[config.mk]
export PLATFORM = sky130hd
export DESIGN_NAME = lhd_ctrl
export DESIGN_NICKNAME = d
export VERILOG_FILES = /design/src/design/lhd_pkg.sv /design/src/design/lhd_ctrl.sv
export SDC_FILE = /design/constraint.sdc
export NUM_CORES = 1
export LEC_CHECK = 0
export BUFFER_PORTS_ARGS = -buffer_cell sky130_fd_sc_hd__buf_2
export CAP_MARGIN = 20
export CORE_UTILIZATION = 40
export CTS_CLUSTER_DIAMETER = 200
export DETAILED_ROUTE_END_ITERATION = 6
export HOLD_SLACK_MARGIN = 0.1
export PLACE_DENSITY = 0.73
export SLEW_MARGIN = 20
export SYNTH_ARGS = -nofsm -noshare
export SYNTH_HDL_FRONTEND = slang
export SYNTH_SLANG_ARGS = --single-unit
[constraint.sdc]
create_clock -name clock -period 1.73 [get_ports clock]
set_input_delay 0.346 -clock clock [delete_from_list [all_inputs] [get_ports clock]]
set_output_delay 0.346 -clock clock [all_outputs]
set_load 0.03 [all_outputs]
[src/design/lhd_pkg.sv]
package lhd_pkg;

   localparam int FUNC_W      = 2;
   localparam int LINE_HASH_W = 64;
   localparam int KIND_W      = 2;
   localparam int IDX_W       = 6;

   localparam logic [FUNC_W-1:0] FUNC_LOAD_OLD = 2'd0;
   localparam logic [FUNC_W-1:0] FUNC_LOAD_NEW = 2'd1;
   localparam logic [FUNC_W-1:0] FUNC_COMPUTE  = 2'd2;

   localparam logic [KIND_W-1:0] KIND_REMOVED = 2'd0;
   localparam logic [KIND_W-1:0] KIND_ADDED   = 2'd1;
   localparam logic [KIND_W-1:0] KIND_NONE    = 2'd2;

   typedef struct packed {
      logic [FUNC_W-1:0]      func;
      logic [LINE_HASH_W-1:0] line_hash;
   } req_type;

   typedef struct packed {
      logic [KIND_W-1:0] range_kind;
      logic [IDX_W-1:0]  range_first;
      logic [IDX_W-1:0]  range_final;
      logic              last;
   } rsp_type;

   typedef enum logic [3:0] {
      ST_IDLE,
      ST_CHECK,
      ST_CMP,
      ST_SRD,
      ST_SCMP,
      ST_FILL,
      ST_TADD,
      ST_TREM,
      ST_RRD,
      ST_RPROC,
      ST_ARD,
      ST_APROC,
      ST_FINISH
   } state_type;

   typedef struct packed {
      logic start;
      logic rd_pair;
      logic match_step;
      logic search_init;
      logic rd_search;
      logic si_inc;
      logic miss_step;
      logic hit_step;
      logic fill_step;
      logic tail_add;
      logic tail_rem;
      logic rd_rem;
      logic rd_add;
      logic feed;
      logic close;
      logic to_add;
      logic finish;
   } cmd_type;

   typedef struct packed {
      logic oi_end;
      logic ni_end;
      logic same;
      logic si_end;
      logic fill_at;
      logic sc_zero;
      logic sc_at_new;
      logic push_ok;
      logic close_blocked;
      logic feed_blocked;
   } stat_type;

endpackage

[src/design/lhd_ctrl.sv]
module lhd_ctrl import lhd_pkg::*; (
   input  logic              clock,
   input  logic              reset,
   input  logic              req_valid,
   input  logic [FUNC_W-1:0] req_func,
   output logic              req_ready,
   input  stat_type          stat,
   output cmd_type           cmd
);

   state_type state_ff;
   state_type state_in;

   always_ff @(posedge clock) begin
      if (reset) begin
         state_ff <= ST_IDLE;
      end else begin
         state_ff <= state_in;
      end
   end

   always_comb begin
      state_in = state_ff;
      unique case (state_ff)
         ST_IDLE: begin
            if (req_valid && req_func == FUNC_COMPUTE) state_in = ST_CHECK;
         end
         ST_CHECK: begin
            if (stat.oi_end)      state_in = ST_TADD;
            else if (stat.ni_end) state_in = ST_TREM;
            else                  state_in = ST_CMP;
         end
         ST_CMP: begin
            state_in = stat.same ? ST_CHECK : ST_SRD;
         end
         ST_SRD: begin
            state_in = stat.si_end ? ST_CHECK : ST_SCMP;
         end
         ST_SCMP: begin
            state_in = stat.same ? ST_FILL : ST_SRD;
         end
         ST_FILL: begin
            if (stat.fill_at) state_in = ST_CHECK;
         end
         ST_TADD: begin
            if (stat.ni_end) state_in = ST_RRD;
         end
         ST_TREM: begin
            if (stat.oi_end) state_in = ST_RRD;
         end
         ST_RRD: begin
            if (!stat.sc_zero)            state_in = ST_RPROC;
            else if (!stat.close_blocked) state_in = ST_ARD;
         end
         ST_RPROC: begin
            if (!stat.feed_blocked) state_in = ST_RRD;
         end
         ST_ARD: begin
            if (!stat.sc_at_new)          state_in = ST_APROC;
            else if (!stat.close_blocked) state_in = ST_FINISH;
         end
         ST_APROC: begin
            if (!stat.feed_blocked) state_in = ST_ARD;
         end
         ST_FINISH: begin
            if (stat.push_ok) state_in = ST_IDLE;
         end
         default: state_in = ST_IDLE;
      endcase
   end

   always_comb begin
      cmd       = '0;
      req_ready = 1'b0;
      unique case (state_ff)
         ST_IDLE: begin
            req_ready = 1'b1;
            cmd.start = req_valid && req_func == FUNC_COMPUTE;
         end
         ST_CHECK: begin
            cmd.rd_pair = !stat.oi_end && !stat.ni_end;
         end
         ST_CMP: begin
            cmd.match_step  = stat.same;
            cmd.search_init = !stat.same;
         end
         ST_SRD: begin
            cmd.miss_step = stat.si_end;
            cmd.rd_search = !stat.si_end;
         end
         ST_SCMP: begin
            cmd.hit_step = stat.same;
            cmd.si_inc   = !stat.same;
         end
         ST_FILL: begin
            cmd.fill_step = 1'b1;
         end
         ST_TADD: begin
            cmd.tail_add = !stat.ni_end;
         end
         ST_TREM: begin
            cmd.tail_rem = !stat.oi_end;
         end
         ST_RRD: begin
            cmd.rd_rem = !stat.sc_zero;
            cmd.close  = stat.sc_zero && !stat.close_blocked;
            cmd.to_add = stat.sc_zero && !stat.close_blocked;
         end
         ST_RPROC: begin
            cmd.feed = !stat.feed_blocked;
         end
         ST_ARD: begin
            cmd.rd_add = !stat.sc_at_new;
            cmd.close  = stat.sc_at_new && !stat.close_blocked;
         end
         ST_APROC: begin
            cmd.feed = !stat.feed_blocked;
         end
         ST_FINISH: begin
            cmd.finish = stat.push_ok;
         end
         default: begin
            cmd = '0;
         end
      endcase
   end

endmodule

# After elaboration in Yosys (flattened, before gate mapping)
# Cells that the tools add are included.
totals:
  mem_bits_ro: 0
  mem_count: 0
  inputBits: 15
  wordCells: 72
  ram_bits: 0
  reg_bits: 4
  out_inout_bits: 18
  latch_bits: 0
classes:
  reduce_logical: 15
  n_eq_ne: 22
  n_shift: 0
  n_bitwise: 0
  n_mul: 0
  n_addsub: 0
  muxes: 34
  n_div: 0
  magnitude_cmp: 0
op_table:
  columns: ["op", "count"]
  rows:
  - ["4-bit case mux with 13 select lines", 1]
  - ["4-bit 2-to-1 mux", 11]
  - ["4-bit equality test, second input constant", 5]
  - ["4-bit by 3-bit equality test with 1-bit output, second input constant", 4]
  - ["1-bit 2-to-1 mux", 15]
  - ["2-bit inequality test, second input constant", 7]
  - ["3-bit 2-to-1 mux", 4]
  - ["9-bit AND reduction", 1]
  - ["4-bit by 2-bit equality test with 1-bit output, second input constant", 2]
  - ["1-bit zero test", 8]
  - ["3-bit inequality test, second input constant", 2]
  - ["4-bit by 1-bit equality test with 1-bit output, second input constant", 1]
  - ["1-bit logical AND", 4]
  - ["4-bit zero test", 1]
  - ["2-bit 2-to-1 mux", 2]
  - ["2-bit equality test, second input constant", 1]
  - ["1-bit case mux with 2 select lines", 1]
  - ["2-bit OR reduction", 1]

# Depth between registers and ports, before layout
logic_depth:
  ltp_word: 4
  ltp_mapped: 7
  ltp_nobuf: 6

# Worst setup path after synthesis
# Ideal clock, no wire load.
synth_timing:
  kind: "register -> output"
  startpoint: "register state_ff[2]"
  endpoint: "output port cmd[11] in the netlist's numbering"
  path_stages_with_launch: 5
  slack_ns: -0.363
  t_required_ns: 1.384
  t_arrival_ns: 1.747
  path_cell_list: "dfxtp_1 -> buf_6 -> clkbuf_1 -> nand2_1 -> nor4_1"
synth_lines:
  columns: ["element", "line", "rtl"]
  rows:
  - ["start: declaration", "lhd_ctrl.sv:11", "state_type state_ff;"]
  - ["start signal: assignment", "lhd_ctrl.sv:18", "state_ff <= state_in;"]
  - ["end: declaration", "lhd_ctrl.sv:8", "output cmd_type cmd"]

==> results by group <==
Route
  • Drt initial violations: 28
  • DRC: 0
  • DRT antenna net count: 0
  • Post-Route WL: 1.899 mm
  • Vias: 816
  • Routed length per instance: 14.28 µm
  • DR pass1 iterations: 4
  • DR vias/cell: 6.135

STA
  • Max_slew headroom: 71.92%
  • Post-Route Setup TNS: -0.07061 ns
  • Worst Skew: 0.001464 ns
  • # setup viols final: 1
  • Max Clk Rate: 0.5554 GHz
  • Worst Tran Pin Value: 0.4169 ns
  • Pins over their slew limit: 0
  • Final WS setup: -0.07061 ns
  • Fin crit share: 104.1%
  • RSZ-0062 raised after global routing: yes
  • Period minus WS final: 1.801 ns
  • Final-report hold violation count: 0

Pwr
  • Max IR drop VDD: 0.0008361 V
  • Pwr Total: 0.001349 W
  • Power density cells: 1469 nW/µm²
  • Leakage: 0.4170 nW

Cells and area
  • Antenna fix cells: 0
  • Area taken by flip-flops and latches: 90.09 µm²
  • Fill cells: 115
  • Largest registers: state_ff (4)
  • Area of the multi-input gates: 540.5 µm²
  • Area Growth Syn to Fin: 50.41%
  • Max reg flops: 4
  • Most common cell after layout, fill and taps aside: buf_2
  • Layout cells sized above 1: 54.24%
  • Biggest register: state_ff
  • Final net count: 135
  • Commonest cells after routing, fill and taps aside: 26 x buf_2, 11 x buf_4, 8 x nor2_1
  • Finished Cell Area: 918.4 µm²
  • Core Util, Final: 67.22%

Floorplan
  • DIE HEIGHT: 41.07 µm
  • Core Region: 1366 µm²
  • Die area: 1687 µm²
  • Die Wd: 41.07 µm
  • Ports: 33
  • Row count: 13
  • Initial Util: 44.69%

Clock tree
  • H-tree depth: 1
  • TritonCTS clock tree: built
  • CTS Sinks: 4
  • Root Buffer: clkbuf_4
  • Reg clk slew, reported paths: 0.04 ns
  • Worst skew pair latency: 0.23 ns
  • Worst-case clock buffer depth: 2
  • CTS buffer count: 3
  • Hold_buf cts: 0

Placed design
  • GP Congestion: 0.9407
  • Port Buffer Count: 32
  • Detailed Place HPWL: 1.460 mm
  • Area after DPL: 834.6 µm²

Worst setup path
  • Worst Setup Start Kind: register
  • WP data arrival: 1.45 ns
  • Worst-path fanout max: 13
  • CP Cell Sequence: or4b_4 > nor3_4 > buf_6
  • Worst Setup End Kind: primary output
  • Largest stage delay, worst path: 0.56 ns
  • Buf+Inv Stages, Crit Path: 1
  • Cell family with most CP delay: simple AND/OR/NAND/NOR gates
  • Crit path required time: 1.38 ns
  • CP max stage cell: or4b_4
  • Crit Path Class: reg2out

Status
  • Outcome: complete, but fails checks
  • Failing checks: setup timing

Logic synthesis
  • Number of flops mapped to enable cells by yosys: 0
  • Synthesized area per cell: 7.356 µm²
  • Mapped Area: 610.6 µm²
  • Yosys warnings: 0
  • Synth top area cells: dfxtp_1 13%, nor3_1 4.9%, nand2_1 4.9%, nor2_1 4.9%, nor3b_1 4.9%
  • Sequential share of the synthesized area: 13.11%
  • FFs w/ async S/R, synth: 0%
  • Largest area contributor in the netlist: dfxtp_1
  • #FFs+latches synth: 4
  • Netlist cell types: 41
  • Post-Syn Nets: 98
  • Share of the synthesized area in the top cell type: 13.11%
  • Post-Syn Instances: 83
  • Ys flop type: dfxtp_1

Run
  • Total of max-cap violations: 0

Min path
  • Worst hold path class: in2reg

Global routing
  • Initial antenna violation count: 0
  • Congestion Overflow GR: 0
  • Tot GR Track Use: 24.33%
  • First-pass GRT wire length: 2.732 mm
  • Largest net degree at the start of global routing: 14
  • Number of global-route vias before repair: 638
==> routing by layer <==
layer	global-route usage, %	part of all wire [%]
met1	31.41	47
met2	41.02	47
met3	2.717	6.2
met4	8.333	0
met5	0	0
==> cell type report <==
class,count,area share (%)
clock buffers,3,2.452
inverters,3,1.226
multi-input cells,69,58.86
flip-flops and latches,4,9.809
well taps,15,2.044
repair buffers,39,25.61
==> path summary, 6_finish.rpt <==
check                            startpoint           to  slack (ns)  cells after the start
worst min register to register  state_ff[2]  state_ff[2]        0.60                      2
worst max register to register  state_ff[3]  state_ff[2]        0.15                      5
worst min-delay path                  reset  state_ff[0]        0.35                      2
worst max-delay path            state_ff[2]      cmd[15]       -0.07                      3
==> repair_timing <==
| item | 4_1_cts | 5_1_grt |
|---|---|---|
| setup endpoints to repair | 11 | 7 |
| resized for setup | 11 | 12 |
| setup buffers | 0 | 0 |
==> cell usage after synthesis (2+ instances only) <==
cell,count
dfxtp_1,4
a31oi_1,2
and3_1,2
buf_2,4
a21oi_1,2
nor3b_1,4
inv_1,3
nand2_1,8
nor2_1,8
and4_1,2
nor3_1,6
a32oi_1,2
nand2b_1,2
nor4_1,4
nor2b_1,4
==> logic make-up (layout without fill, tap and decap cells) <==
logic type	after synthesis	count (layout)	synth area share [%]
and+or+nand+nor	49	49	49.39
AOI/OAI and AO/OA	17	17	23.77
buffers and inverters	10	45	8.811
DFF	4	4	13.12
muxes	2	2	3.484
xor gates and xnor gates	1	1	1.435
==> power by group <==
group          total [W]  switching [W]  internal, W
registers       0.000232      0.0000852     0.000147
clock network   0.000114      0.0000362    0.0000775
logic            0.00100       0.000579     0.000424
==> stage by stage <==
step | worst slack [ns] | hold WS [ns] | std cells
floorplan | -0.2503 | 0.4106 | 83
global placement | 0.1002 | 0.5732 | 130
detailed placement | 0.06830 | 0.5810 | 130
CTS | -0.06894 | 0.3353 | 133
global route | -0.1185 | 0.3506 | 133
finish | -0.07061 | 0.3463 | 133
No activity file was read; power rests on OpenSTA's default activity.
